### src/hw/rtl/trd_pkg.sv
// Shared types and constants for the tagged run-length decoder.
// No dependencies; imported by every module of the block.
`timescale 1ns / 1ps

package trd_pkg;

  localparam int BYTE_W       = 8;
  localparam int CFG_W        = 24;
  localparam int OUT_TOTAL_W  = 24;
  localparam int LENGTH_BITS_DEF = 24;

  typedef enum logic [1:0] {
    PH_IDLE  = 2'd0,
    PH_COUNT = 2'd1,
    PH_DATA  = 2'd2
  } trd_phase_t;

  typedef enum logic {
    CFG_ESCAPE_TAG = 1'b0,
    CFG_MAX_LENGTH = 1'b1
  } trd_cfg_idx_t;

  typedef struct packed {
    logic [BYTE_W-1:0]      out_byte;
    logic [BYTE_W-1:0]      run_length;
    logic                   end_of_stream;
    logic                   decode_error;
    logic [OUT_TOTAL_W-1:0] total_length;
  } trd_result_t;

endpackage

### src/hw/rtl/trd_decode.sv
// Decode stage: configuration registers, phase machine, running total and limit check.
// Depends on trd_pkg; produces one result word per accepted byte or none.
`timescale 1ns / 1ps

module trd_decode #(
  parameter int LENGTH_BITS = trd_pkg::LENGTH_BITS_DEF
) (
  input  logic                       clk,
  input  logic                       rst_n,
  input  logic                       cfg_we,
  input  logic                       cfg_index,
  input  logic [trd_pkg::CFG_W-1:0]  cfg_wdata,
  input  logic                       accept,
  input  logic [trd_pkg::BYTE_W-1:0] src_byte,
  input  logic                       last_byte,
  output logic                       res_valid,
  output trd_pkg::trd_result_t       res
);
  import trd_pkg::*;

  localparam int CMP_W = (LENGTH_BITS > CFG_W ? LENGTH_BITS : CFG_W) + 1;
  localparam logic [LENGTH_BITS-1:0] TOTAL_MAX = '1;

  logic [BYTE_W-1:0]      escape_tag_r;
  logic [CFG_W-1:0]       max_len_r;
  trd_phase_t             phase_r, phase_nxt;
  logic [BYTE_W-1:0]      pending_r, pending_nxt;
  logic [LENGTH_BITS-1:0] total_r, total_nxt;
  logic                   error_r, error_nxt;

  logic                   have_run_raw, truncated, have_run;
  logic [BYTE_W-1:0]      run_byte, run_len;
  logic [LENGTH_BITS:0]   sum_full;
  logic [LENGTH_BITS-1:0] sum_sat;
  logic                   over_limit;
  logic [LENGTH_BITS-1:0] total_after;
  logic                   error_after;

  always_ff @(posedge clk) begin
    if (!rst_n) begin
      escape_tag_r <= '0;
      max_len_r    <= '0;
    end else if (cfg_we) begin
      case (trd_cfg_idx_t'(cfg_index))
        CFG_ESCAPE_TAG: escape_tag_r <= cfg_wdata[BYTE_W-1:0];
        CFG_MAX_LENGTH: max_len_r    <= cfg_wdata;
        default:        ;
      endcase
    end
  end

  // next phase
  always_comb begin
    phase_nxt   = phase_r;
    pending_nxt = pending_r;
    if (!error_r) begin
      case (phase_r)
        PH_IDLE: begin
          if (src_byte == escape_tag_r) phase_nxt = PH_COUNT;
        end
        PH_COUNT: begin
          if (src_byte == '0) begin
            phase_nxt = PH_IDLE;
          end else begin
            pending_nxt = src_byte;
            phase_nxt   = PH_DATA;
          end
        end
        default: phase_nxt = PH_IDLE;
      endcase
    end
  end

  // run outputs
  always_comb begin
    have_run_raw = 1'b0;
    run_byte     = '0;
    run_len      = '0;
    truncated    = 1'b0;
    if (!error_r) begin
      case (phase_r)
        PH_IDLE: begin
          if (src_byte == escape_tag_r) begin
            truncated = last_byte;
          end else begin
            have_run_raw = 1'b1;
            run_byte     = src_byte;
            run_len      = BYTE_W'(1);
          end
        end
        PH_COUNT: begin
          if (src_byte == '0) begin
            have_run_raw = 1'b1;
            run_byte     = escape_tag_r;
            run_len      = BYTE_W'(1);
          end else begin
            truncated = last_byte;
          end
        end
        default: begin
          have_run_raw = 1'b1;
          run_byte     = src_byte;
          run_len      = pending_r;
        end
      endcase
    end
  end

  always_comb begin
    sum_full    = {1'b0, total_r} + (LENGTH_BITS+1)'(run_len);
    sum_sat     = sum_full[LENGTH_BITS] ? TOTAL_MAX : sum_full[LENGTH_BITS-1:0];
    over_limit  = (max_len_r != '0) && (CMP_W'(sum_sat) > CMP_W'(max_len_r));
    have_run    = have_run_raw && !over_limit;
    total_after = have_run ? sum_sat : total_r;
    error_after = error_r || truncated || (have_run_raw && over_limit);
  end

  always_comb begin
    if (last_byte) begin
      total_nxt = '0;
      error_nxt = 1'b0;
    end else begin
      total_nxt = total_after;
      error_nxt = error_after;
    end
  end

  always_ff @(posedge clk) begin
    if (!rst_n) begin
      phase_r   <= PH_IDLE;
      pending_r <= '0;
      total_r   <= '0;
      error_r   <= 1'b0;
    end else if (accept) begin
      phase_r   <= last_byte ? PH_IDLE : phase_nxt;
      pending_r <= last_byte ? '0 : pending_nxt;
      total_r   <= total_nxt;
      error_r   <= error_nxt;
    end
  end

  assign res_valid         = accept && (have_run || last_byte);
  assign res.out_byte      = have_run ? run_byte : '0;
  assign res.run_length    = have_run ? run_len : '0;
  assign res.end_of_stream = last_byte;
  assign res.decode_error  = error_after;
  assign res.total_length  = OUT_TOTAL_W'(total_after);

  a_stream_clear: assert property (@(posedge clk) disable iff (!rst_n)
    accept && last_byte |=> phase_r == PH_IDLE && total_r == '0 && !error_r)
    else $error("stream state not cleared after last byte");

  a_error_no_run: assert property (@(posedge clk) disable iff (!rst_n)
    accept && error_r |-> res.run_length == '0)
    else $error("run emitted while error is set");

  a_total_monotonic: assert property (@(posedge clk) disable iff (!rst_n)
    $past(accept) && !$past(last_byte) |-> total_r >= $past(total_r))
    else $error("running total decreased within a stream");

endmodule

### src/hw/rtl/trd_out_buf.sv
// Result register with a one-word skid stage between decode and the result channel.
// Depends on trd_pkg for the result word type.
`timescale 1ns / 1ps

module trd_out_buf (
  input  logic                 clk,
  input  logic                 rst_n,
  input  logic                 res_valid,
  input  trd_pkg::trd_result_t res,
  output logic                 full,
  output logic                 out_valid,
  input  logic                 out_stall,
  output trd_pkg::trd_result_t out_word
);
  import trd_pkg::*;

  logic        main_valid_r, main_valid_nxt;
  logic        skid_valid_r, skid_valid_nxt;
  trd_result_t main_r, main_nxt;
  trd_result_t skid_r, skid_nxt;
  logic        take;

  assign take = main_valid_r && !out_stall;

  always_comb begin
    main_valid_nxt = main_valid_r;
    skid_valid_nxt = skid_valid_r;
    main_nxt       = main_r;
    skid_nxt       = skid_r;
    if (skid_valid_r) begin
      if (take) begin
        main_nxt       = skid_r;
        skid_valid_nxt = 1'b0;
      end
    end else if (res_valid) begin
      if (!main_valid_r || take) begin
        main_nxt       = res;
        main_valid_nxt = 1'b1;
      end else begin
        skid_nxt       = res;
        skid_valid_nxt = 1'b1;
      end
    end else if (take) begin
      main_valid_nxt = 1'b0;
    end
  end

  always_ff @(posedge clk) begin
    if (!rst_n) begin
      main_valid_r <= 1'b0;
      skid_valid_r <= 1'b0;
    end else begin
      main_valid_r <= main_valid_nxt;
      skid_valid_r <= skid_valid_nxt;
    end
  end

  always_ff @(posedge clk) begin
    main_r <= main_nxt;
    skid_r <= skid_nxt;
  end

  assign full      = skid_valid_r;
  assign out_valid = main_valid_r;
  assign out_word  = main_r;

  a_skid_needs_main: assert property (@(posedge clk) disable iff (!rst_n)
    skid_valid_r |-> main_valid_r)
    else $error("skid word held without a result word");

  a_no_write_when_full: assert property (@(posedge clk) disable iff (!rst_n)
    !(res_valid && skid_valid_r))
    else $error("result written while skid stage full");

  a_park_in_skid: assert property (@(posedge clk) disable iff (!rst_n)
    main_valid_r && out_stall && !skid_valid_r && res_valid |=> skid_valid_r)
    else $error("stalled result not parked in skid stage");

endmodule

### src/hw/rtl/tagged_rle_decoder_unit.sv
// Tagged run-length decoder: accepts one compressed byte per cycle and returns
// one result word per run, plus an end word on the last byte. The decode stage
// works on each byte in the cycle it is accepted; the result is registered in
// the output register or the one-word skid stage, which lets a new byte enter
// while a result waits, so the sustained rate is one byte per clock while
// out_stall is low; in_stall rises only when both hold words. Configuration is
// written through cfg_we/cfg_index/cfg_wdata while idle.
`timescale 1ns / 1ps

module tagged_rle_decoder_unit #(
  parameter int LENGTH_BITS = trd_pkg::LENGTH_BITS_DEF
) (
  input  logic                            clk,
  input  logic                            rst_n,
  input  logic                            cfg_we,
  input  logic                            cfg_index,
  input  logic [trd_pkg::CFG_W-1:0]       cfg_wdata,
  input  logic                            in_valid,
  output logic                            in_stall,
  input  logic [trd_pkg::BYTE_W-1:0]      in_src_byte,
  input  logic                            in_last_byte,
  output logic                            out_valid,
  input  logic                            out_stall,
  output logic [trd_pkg::BYTE_W-1:0]      out_byte,
  output logic [trd_pkg::BYTE_W-1:0]      out_run_length,
  output logic                            out_end_of_stream,
  output logic                            out_decode_error,
  output logic [trd_pkg::OUT_TOTAL_W-1:0] out_total_length
);
  import trd_pkg::*;

  logic        accept;
  logic        res_valid;
  logic        buf_full;
  trd_result_t res;
  trd_result_t out_word;

  assign in_stall = buf_full;
  assign accept   = in_valid && !buf_full;

  trd_decode #(
    .LENGTH_BITS(LENGTH_BITS)
  ) u_decode (
    .clk       (clk),
    .rst_n     (rst_n),
    .cfg_we    (cfg_we),
    .cfg_index (cfg_index),
    .cfg_wdata (cfg_wdata),
    .accept    (accept),
    .src_byte  (in_src_byte),
    .last_byte (in_last_byte),
    .res_valid (res_valid),
    .res       (res)
  );

  trd_out_buf u_out_buf (
    .clk       (clk),
    .rst_n     (rst_n),
    .res_valid (res_valid),
    .res       (res),
    .full      (buf_full),
    .out_valid (out_valid),
    .out_stall (out_stall),
    .out_word  (out_word)
  );

  assign out_byte          = out_word.out_byte;
  assign out_run_length    = out_word.run_length;
  assign out_end_of_stream = out_word.end_of_stream;
  assign out_decode_error  = out_word.decode_error;
  assign out_total_length  = out_word.total_length;

endmodule

### config.mk
export PLATFORM = sky130hd
export DESIGN_NAME = tagged_rle_decoder_unit
export DESIGN_NICKNAME = d
export VERILOG_FILES = /design/src/hw/rtl/trd_pkg.sv /design/src/hw/rtl/trd_decode.sv /design/src/hw/rtl/trd_out_buf.sv /design/src/hw/rtl/tagged_rle_decoder_unit.sv
export SDC_FILE = /design/constraint.sdc
export NUM_CORES = 1
export LEC_CHECK = 0
export BUFFER_PORTS_ARGS = -buffer_cell sky130_fd_sc_hd__buf_2
export CAP_MARGIN = 0
export CELL_PAD_IN_SITES_DETAIL_PLACEMENT = 2
export CELL_PAD_IN_SITES_GLOBAL_PLACEMENT = 2
export CORE_MARGIN = 5
export CORE_UTILIZATION = 39
export CTS_BUF_LIST = sky130_fd_sc_hd__clkbuf_16
export CTS_CLUSTER_SIZE = 10
export DETAILED_ROUTE_END_ITERATION = 10
export PLACE_DENSITY = 0.81
export SETUP_SLACK_MARGIN = 0.02
export SYNTH_ARGS = -nofsm -noshare
export SYNTH_HDL_FRONTEND = slang
export SYNTH_HIERARCHICAL = 1
export SYNTH_SLANG_ARGS = --single-unit
export TNS_END_PERCENT = 50
### constraint.sdc
create_clock -name clk -period 10.1 [get_ports clk]
set_input_delay 2.02 -clock clk [delete_from_list [all_inputs] [get_ports clk]]
set_output_delay 2.02 -clock clk [all_outputs]
set_load 0.01 [all_outputs]
== After elaboration in Yosys (flattened, before gate mapping) ==
Index checks and enable logic that the tools add are counted.
Storage, ports and cells
  flip-flop bits (word level): 153
  logic and storage cells: 100
Cells by class
  add/subtract/negate cells: 1
  order comparisons: 1
  equality and inequality tests: 7
  multiplexer cells: 42
  bitwise operators: 3
  reduce and logical (&&, ||, !) cells: 28
Operators by type and width (number)
  two-way mux 42 bit: 4
  two-way mux 8 bit: 10
  two-way mux 24 bit: 3
  case mux 8 bit (2 select lines): 2
  adder 24 x 8 -> 25 bit: 1
  > comparator 24 bit: 1
  nonzero test 24 bit: 1
  two-way mux 1 bit: 16
  AND reduction 3 bit: 4
  equality test 8 bit: 1
  zero test 8 bit: 1
  two-way mux 2 bit: 4
  nonzero test 2 bit: 4
  logical AND 1 bit: 6
  != test 2 bit (second input constant): 3
  zero test 1 bit: 4
  logical OR 1 bit: 4
  case mux 1 bit (2 select lines): 2
  case mux 2 bit (2 select lines): 1
  AND reduction 2 bit: 2
  AND reduction 4 bit: 1
  != test 3 x 2 -> 1 bit (second input constant): 1
  inverter 1 bit: 3
  equality test 2 x 1 -> 1 bit (second input constant): 1
  2 further kinds: 2

== Longest topological paths before layout ==
Gate-level depths: netlist of the first run.
  depth in word-level cells: 14
  gate-level depth with buffers: 29
  gate-level depth less buffers: 24

== Hierarchy ==
The synthesis of the first run kept the hierarchy.
By module, submodules not included
  trd_decode: instances 1, cells an instance 598, area an instance 4800.9 um^2, sequential area each 1341.3 um^2
  trd_out_buf: instances 1, cells an instance 144, area an instance 3320.7 um^2, sequential area each 2562.5 um^2
  tagged_rle_decoder_unit: instances 1, cells an instance 1, area an instance 13.8 um^2, sequential area each 0.0 um^2

== Least setup slack after synthesis of the first run ==
No wires, ideal clock.
  path type: input-to-reg
  start: in in_src_byte[0] in the netlist's numbering
  end: reg u_out_buf.main_r (netlist bit u_out_buf/out_word[0]), enable pin
  library setup time: 453 ps
  arrival time: 8805 ps
  setup slack: 842 ps
  stages: 27
  buffers on the path: 3
  cell sequence: or4_1 o21ai_4 o31ai_4 nor2_8 buf_2 o21a_1 ha_1 inv_1 fa_1 nand2b_1 a21oi_1 o21ai_0 nor2_1 and4b_1 a21oi_1 ha_1 nand4_1 nor2_1 a22oi_1 o211ai_1 o21ai_1 and2_4 buf_6 buf_4 o21a_1 nand2b_1 a21boi_1
On the way
  word-level cells in the longest chain between the ends: 14
  elaborated cells on any way between the ends: 20
  those cells by class: add/sub (1); order compare (1); eq/ne (1); mux (9); reduce/logical (8)
RTL lines
  start, declared: RTL line tagged_rle_decoder_unit.sv:20  | input logic [trd_pkg::BYTE_W-1:0] in_src_byte,
  equality test 8 bit / zero test 8 bit (equally long branches): RTL line trd_decode.sv:83, trd_decode.sv:92
  two-way mux 1 bit (on tied branches): RTL line trd_decode.sv:83, trd_decode.sv:92
  case mux 8 bit (2 select lines): RTL line trd_decode.sv:81  | case (phase_r)
  two-way mux 8 bit: RTL line trd_decode.sv:80  | if (!error_r) begin
  adder 24 x 8 -> 25 bit: RTL line trd_decode.sv:110  | sum_full = {1'b0, total_r} + (LENGTH_BITS+1)'(run_len);
  two-way mux 24 bit: RTL line trd_decode.sv:111  | sum_sat = sum_full[LENGTH_BITS] ? TOTAL_MAX : sum_full[LENGTH_BITS-1:0];
  > comparator 24 bit: RTL line trd_decode.sv:112  | over_limit = (max_len_r != '0) && (CMP_W'(sum_sat) > CMP_W'(max_len_r));
  logical AND 1 bit: RTL line trd_decode.sv:112
  zero test 1 bit: RTL line trd_decode.sv:113  | have_run = have_run_raw && !over_limit;
  logical AND 1 bit (*): RTL line trd_decode.sv:113
  logical OR 1 bit (*): RTL line trd_decode.sv:142  | assign res_valid = accept && (have_run || last_byte);
  logical AND 1 bit (*): RTL line trd_decode.sv:142
  via res_valid: RTL line tagged_rle_decoder_unit.sv:33  | logic res_valid;
  nonzero test 2 bit (no line) (*)
  AND reduction 3 bit (no line) (*)
  end signal, assigned: RTL line trd_out_buf.sv:59  | main_r <= main_nxt;
  end, declared: RTL line trd_out_buf.sv:19  | trd_result_t main_r, main_nxt;
The timed path passes the listed nets; every way through them passes the cells marked *.
A chain may end at the register's enable or synchronous reset.

== Final worst setup path of the first run ==
  start: in in_src_byte[0] in the netlist's numbering
  end: reg u_out_buf/skid_r[9] in the netlist's numbering, enable pin
On the way
  word-level cells in the longest chain between the ends: 13
  elaborated cells on any way between the ends: 19
  those cells by class: add/sub (1); order compare (1); eq/ne (1); mux (9); reduce/logical (7)
RTL lines
  equality test 8 bit / zero test 8 bit (equally long branches): RTL line trd_decode.sv:83, trd_decode.sv:92
  two-way mux 1 bit (on tied branches): RTL line trd_decode.sv:83, trd_decode.sv:92
  case mux 8 bit (2 select lines): RTL line trd_decode.sv:81
  two-way mux 8 bit: RTL line trd_decode.sv:80
  adder 24 x 8 -> 25 bit: RTL line trd_decode.sv:110
  two-way mux 24 bit: RTL line trd_decode.sv:111
  > comparator 24 bit: RTL line trd_decode.sv:112
  logical AND 1 bit: RTL line trd_decode.sv:112
  zero test 1 bit: RTL line trd_decode.sv:113
  logical AND 1 bit (*): RTL line trd_decode.sv:113
  logical OR 1 bit (*): RTL line trd_decode.sv:142
  logical AND 1 bit (*): RTL line trd_decode.sv:142
  via res_valid: RTL line tagged_rle_decoder_unit.sv:33
  AND reduction 3 bit (no line) (*)
  end signal, assigned: RTL line trd_out_buf.sv:60  | skid_r <= skid_nxt;
  end, declared: RTL line trd_out_buf.sv:20  | trd_result_t skid_r, skid_nxt;
Marked as above.

==> results.md, run 1 <==
* Worst setup EP type: flip-flop
* Postcts setup bufs at 0
* P&R area growth vs syn at 13.41%
* Diode count at 0
* Worst EP required at 10.22 ns
* Initial antenna violation count at 0
* Largest net degree at the start of global routing at 50
* Register area share after synthesis at 0.4799
* GRT Total Usage at 0.2101
* Ys Warns at 6
* Iteration-0 DRC Markers at 301
* Starting Density at 0.3995
* Post-route ant nets at 0
* Clock Pin Slew Worst Setup and Hold Paths at 0.06 ns
* Net count after synthesis at 815
* Remaining DRCs at 0
* Post-DP HPWL at 17.90 mm
* WP data arrival at 9.56 ns
* Share of layout cells above drive strength 1 at 0.2352
* Final min period at 9.446 ns
* RSZ-0062 raised after global routing: false
* CTS Hold Buffers Added at 0
* # rows at 52
* Gpl congestion at 0.9080
* # resized after CTS at 0
* WS Path Type: in -> reg
* Total internal power at 1083 uW
* Clk_lat worst skew at 0.43 ns
* Reg-to-Reg End: u_out_buf/skid_r[9]
* Final setup viols at 0
* Worst R2R Start: u_decode/phase_r[1]
* Sequential share of power at 0.475
* Die ar. at 0.02385 mm^2
* Setup Skew at 0.01184 ns
* Fin Setup TNS at 0 ns
* Clock sink count at 153
* FF+latch count, synth at 153
* Die width at 154.4 um
* Sw Ratio at 0.2753
* Most frequent cells in the layout: 108 x nand2_1, 84 x edfxtp_1, 82 x buf_2
* Distinct cells, synth at 58
* Final period utilization at 0.9353
* CTS tree: yes
* Max Buffers Root-to-Sink at 2
* Max-slew headroom at the worst pin at 0.2544
* Cell taking the most area after synthesis: edfxtp_1
* Most common cell after layout, fill and taps aside: nand2_1
* First-pass GRT wire length at 39.19 mm
* Post-route cell area at 0.009226 mm^2
* Pwr Total at 1495 uW
* Reg2reg path depth at 25
* Status: finished, final reports clean
* Slowest-stage cell, CP: and2_4
* Peak supply drop at 0.1120 mV
* DR vias/cell at 5.668
* Lkg Pwr at 0.003654 uW
* Vias in the first global route at 6798
* Hold path cells at 2
* R2R Setup Slk at 2.23 ns
* Hold_sp: u_decode/max_len_r[19]
* DR vias at 6206
* Hold Crit Class: reg -> reg
* H-Tree Depth at 4
* Grt ovf at 0
* Die Span Y at 154.4 um
* Drt pass-1 iters at 5
* Most used cell, CP: o21a_1
* Max FO, Critical Path at 47
* Worst slew pin tran at 1.118 ns
* # Max-Cap Violations at 0
* Net switching power at 411.4 uW
* Routed WL at 24.81 mm
* Fmax at 0.1059 GHz
* Worst path max stage delay at 0.60 ns
* CTS Root Cell: clkbuf_16
* Post-Place Cells at 1063
* TritonCTS Buffers at 17
* EDFF count, synth at 84
* Final cell count without fillers at 1095
* Post-synth top area share at 0.3101
* Clk pwr share at 0.402
* Largest cells by area after synthesis: edfxtp_1 31%, dfxtp_1 17%, mux2_4 9.0%
* Combinational Power Share at 0.123
* Top Ports at 83
* Hold Path Sink: u_decode/max_len_r[19]
* IO Port Bufs at 82
* Dominant synthesized flop cell: edfxtp_1
* WL/cell at 22.66 um
* Mapped Cells at 743
* Final hold vios at 0
* Final Slew Violations at 0
* Asr flop ratio synth at 0
* Power density over cell area at 162.0 mW/mm^2
* Area post-placement at 0.008678 mm^2
* Worst hold slack at 0.4909 ns
* Final net count at 884
* Avg Inst Size Synth at 10.95 um^2
* Core footprint at 0.02036 mm^2
* CP startpoint kind: input pin
* Netlist Area Pre-Place at 0.008135 mm^2
power groups by stage:
stage	combinational [uW]	sequential (uW)	clock, uW
after floorplan	113	733	0
after global placement	173	721	0
after detailed placement	184	724	0
after CTS	187	710	616
after global routing	199	713	646
final	184	709	601
layer usage:
metal	vias up	routed length [um]	GRT usage
met5	-	0	0
met4	0	484	0.07401
met3	29	907	0.03548
met2	148	12420	0.3590
met1	3148	11000	0.2694
li1	2881	-	-
logic make-up after synthesis:
logic type / count (synthesis) / share of synthesized area
AOI/OAI and AO/OA: 166 / 0.1432
buffers and inverters: 67 / 0.04614
muxes: 64 / 0.1112
and+or+nand+nor: 245 / 0.1518
DFF: 153 / 0.4799
adders and majority gates: 33 / 0.05168
xor gates and xnor gates: 15 / 0.01615
cells in the mapped netlist, types with 4 or more instances:
master and n:
nand2_1 108, edfxtp_1 84, dfxtp_1 69, mux2_4 49, a21oi_1 37, a21boi_0 33
ha_1 32, inv_1 30, and3_1 26, clkbuf_1 21, nor2_1 20, o21ai_0 20
nor2b_1 19, a32o_1 17, mux2_2 15, nand3_1 15, a31oi_1 14, nor3_1 12
xnor2_1 11, nand4_1 10, a22oi_1 9, nand2b_1 9, and2_1 6, nor4_1 6
a211oi_1 5, buf_12 5, buf_2 4, buf_4 4, o21a_1 4, xor2_1 4
worst max-delay path: cells and delay by family:
kind | cells | cell delay [ns]
and+or+nand+nor | 9 | 3.16
AOI/OAI and AO/OA | 10 | 2.55
adders and majority gates | 3 | 0.96
buffers and inverters | 4 | 0.81
how the worst max path moves through the flow:
stage	startpoint	end	slack, ns	cells past startpoint
5_1_grt	in_src_byte[0]	u_out_buf/skid_r[10]	0.27	25
4_1_cts	in_src_byte[0]	u_out_buf/skid_r[9]	0.71	25
3_5_place_dp	in_src_byte[0]	u_out_buf/skid_r[15]	0.47	25
3_3_place_gp	in_src_byte[0]	u_out_buf/skid_r[15]	0.95	26
6_report	in_src_byte[0]	u_out_buf/skid_r[9]	0.65	26
2_1_floorplan	in_src_byte[0]	u_out_buf/out_word[0]	0.84	27
metrics by stage:
stage                       util  setup slack [ns]
after global placement    0.4261            0.9520
after floorplan                -            0.8422
after detailed placement  0.4261            0.4659
after CTS                 0.4531            0.7080
after global routing      0.4531            0.2673
final                     0.4531            0.6538
registers in the layout, indices dropped and copies added (netlist names):
| signal | count |
|---|---|
| u_decode/total_r | 24 |
| u_decode/escape_tag_r | 8 |
| u_decode/max_len_r | 24 |
| u_out_buf/out_valid | 1 |
| u_decode/error_r | 1 |
| u_decode/pending_r | 8 |
| u_out_buf/out_word | 42 |
| u_out_buf/skid_r | 42 |
| u_decode/phase_r | 2 |
| u_out_buf/full | 1 |
area by class of cell:
cell class | instances | area, um^2
clock buffers | 17 | 425.4
clock inverters | 15 | 122.6
fillers | 2122 | 11140
inverters | 30 | 112.6
multi-input cells | 523 | 3875
flip-flops and latches | 153 | 3905
well taps | 270 | 337.8
repair buffers | 87 | 447.9
Power figures use the tool's default switching activity.
==> run 2: changes to the inputs <==
- CORE_UTILIZATION: 39 -> 40
- CTS_BUF_LIST: sky130_fd_sc_hd__clkbuf_16 -> sky130_fd_sc_hd__clkbuf_4 sky130_fd_sc_hd__clkbuf_8
- PLACE_DENSITY: 0.81 -> 0.82
==> results.md, run 2 (synthesis gave the netlist of run 1 again) <==
* RSZ-0062 raised after global routing: false
* WP data arrival at 9.34 ns (-0.22 ns)
* Final hold vios at 0 (unchanged)
* Worst slew pin tran at 1.109 ns (-0.009778 ns)
* Power density over cell area at 147.0 mW/mm^2 (-9.2%)
* DR vias/cell at 5.660 (-0.13%)
* Core footprint at 0.02010 mm^2 (-1.3%)
* R2R Setup Slk at 2.33 ns (+0.10 ns)
* Initial antenna violation count at 0 (unchanged)
* CTS Root Cell: clkbuf_8
* Fmax at 0.1082 GHz (+2.2%)
* Starting Density at 0.4047 (+0.005171)
* First-pass GRT wire length at 38.67 mm (-1.3%)
* # Max-Cap Violations at 0 (unchanged)
* Worst setup margin at 0.8570 ns (+0.2032 ns)
* Vias in the first global route at 6872 (+1.1%)
* Reg-to-Reg End: u_out_buf/skid_r[11]
* Grt ovf at 0 (unchanged)
* Worst EP required at 10.20 ns (-0.02 ns)
* WL/cell at 21.98 um (-3.0%)
* Final setup viols at 0 (unchanged)
* Worst R2R Start: u_decode/phase_r[1]
* P&R area growth vs syn at 10.94%
* CTS Hold Buffers Added at 0 (unchanged)
* Most common cell after layout, fill and taps aside: nand2_1
* Die ar. at 0.02329 mm^2 (-2.3%)
* Routed WL at 24.04 mm (-3.1%)
* Clock sink count at 153 (unchanged)
* Post-route ant nets at 0 (unchanged)
* Final net count at 883 (-0.11%)
* Most used cell, CP: o21a_1
* # resized after CTS at 0 (unchanged)
* Top Ports at 83 (unchanged)
* CP startpoint kind: input pin
* Postcts setup bufs at 0 (unchanged)
* Lkg Pwr at 0.003559 uW (-2.6%)
* Max-slew headroom at the worst pin at 0.2609 (+0.006519)
* Peak supply drop at 0.07165 mV (-36%)
* Max FO, Critical Path at 47 (unchanged)
* Remaining DRCs at 0 (unchanged)
* Setup crit end: u_out_buf/skid_r[11]
* Final Slew Violations at 0 (unchanged)
* Hold Crit Class: reg -> reg
* Most frequent cells in the layout: 108 x nand2_1, 84 x edfxtp_1, 82 x buf_2
* Reg2reg path depth at 24 (-4.0%)
* Largest net degree at the start of global routing at 50 (unchanged)
* Clk_lat worst skew at 0.46 ns (+0.03 ns)
* # rows at 52 (unchanged)
* Die width at 152.6 um (-1.2%)
* WS Path Type: in -> reg
* Share of layout cells above drive strength 1 at 0.2330 (-0.002142)
* Fin Setup TNS at 0 ns (unchanged)
* IO Port Bufs at 82 (unchanged)
* Final period utilization at 0.9151 (-0.02012)
* Max Buffers Root-to-Sink at 2 (unchanged)
* CTS tree: yes
* Final min period at 9.243 ns (-0.2032 ns)
* Gpl congestion at 0.8688 (-4.3%)
* Critical Path Source: in_src_byte[0]
* Iteration-0 DRC Markers at 284 (-5.6%)
* Pwr Total at 1327 uW (-11%)
* Post-DP HPWL at 17.97 mm (+0.39%)
* Worst path max stage delay at 0.60 ns (about the same)
* Die Span Y at 152.6 um (-1.2%)
* GRT Total Usage at 0.2065 (-0.003586)
* Status: finished, final reports clean
* Diode count at 0 (unchanged)
* Slowest-stage cell, CP: and2_4
* Clock Pin Slew Worst Setup and Hold Paths at 0.08 ns (+0.02 ns)
* Setup Skew at 0.01190 ns (+0.00006410 ns)
* Dpl ws at 0.5662 ns (+0.1003 ns)
* DR vias at 6192 (-0.23%)
* Drt pass-1 iters at 5 (unchanged)
* H-Tree Depth at 4 (unchanged)
* TritonCTS Buffers at 17 (unchanged)
* Worst setup EP type: flip-flop
-- run 2: cell types whose count changed in the layout (fill, tap and decap cells not counted) --
cell,previous run,this run
clkbuf_16,17,0
clkbuf_4,0,1
clkbuf_8,0,17
clkinv_2,3,1
inv_8,1,2
clkinv_1,0,2
inv_1,31,30
inv_6,3,4
clkinv_8,1,0
clkinvlp_4,2,1
buf_4,5,4
-- run 2: worst min path at each step --
| stage | startpoint | end | slack, ns | cells past startpoint |
|---|---|---|---|---|
| detailed placement | u_decode/max_len_r[8] | u_decode/max_len_r[8] | 0.49 | 2 |
| floorplan | u_decode/max_len_r[19] | u_decode/max_len_r[19] | 0.46 | 2 |
| global placement | u_decode/max_len_r[3] | u_decode/max_len_r[3] | 0.48 | 2 |
| finish | u_decode/max_len_r[12] | u_decode/max_len_r[12] | 0.49 | 2 |
| CTS | u_decode/max_len_r[8] | u_decode/max_len_r[8] | 0.50 | 2 |
| global route | u_decode/total_r[0] | u_decode/total_r[0] | 0.52 | 1 |
-- run 2: stage by stage --
step,hold slack (ns),util,std cells,cell area (um^2)
finish,0.4919,0.4489,1094,9025
CTS,0.4992,0.4489,1094,9025
global placement,0.4753,0.4313,1062,8671
detailed placement,0.4870,0.4313,1062,8671
floorplan,0.4562,-,743,8135
global route,0.5191,0.4489,1094,9025
-- run 2: layout make-up --
| cell class | count | area (um^2) |
|---|---|---|
| clock buffer | 18 | 241.5 |
| multi-input combinational | 523 | 3875 |
| fill | 2094 | 11080 |
| sequential | 153 | 3905 |
| tap | 270 | 337.8 |
| inverter | 30 | 112.6 |
| timing repair buffer | 86 | 440.4 |
| clock inverter | 14 | 112.6 |
-- run 2: critical path, delay by kind of cell --
family / cells / cell delay [ns]
AO/OA/AOI/OAI: 9 / 2.16
adder cells (fa/ha/maj): 3 / 0.83
buffers and inverters: 4 / 0.92
AND/OR/NAND/NOR: 9 / 3.32
-- run 2: layer usage --
metal,vias up,global-route usage,part of all wire
li1,2884,-,-
met1,3143,0.2642,0.45
met2,133,0.3574,0.50
met3,32,0.03891,0.036
met4,0,0.05940,0.017
met5,-,0,0
-- run 2: power by group --
| group | switching [uW] | internal [uW] | total (uW) |
|---|---|---|---|
| Clock | 256 | 178 | 434 |
| Combinational | 115 | 68.3 | 183 |
| Sequential | 14.4 | 695 | 709 |
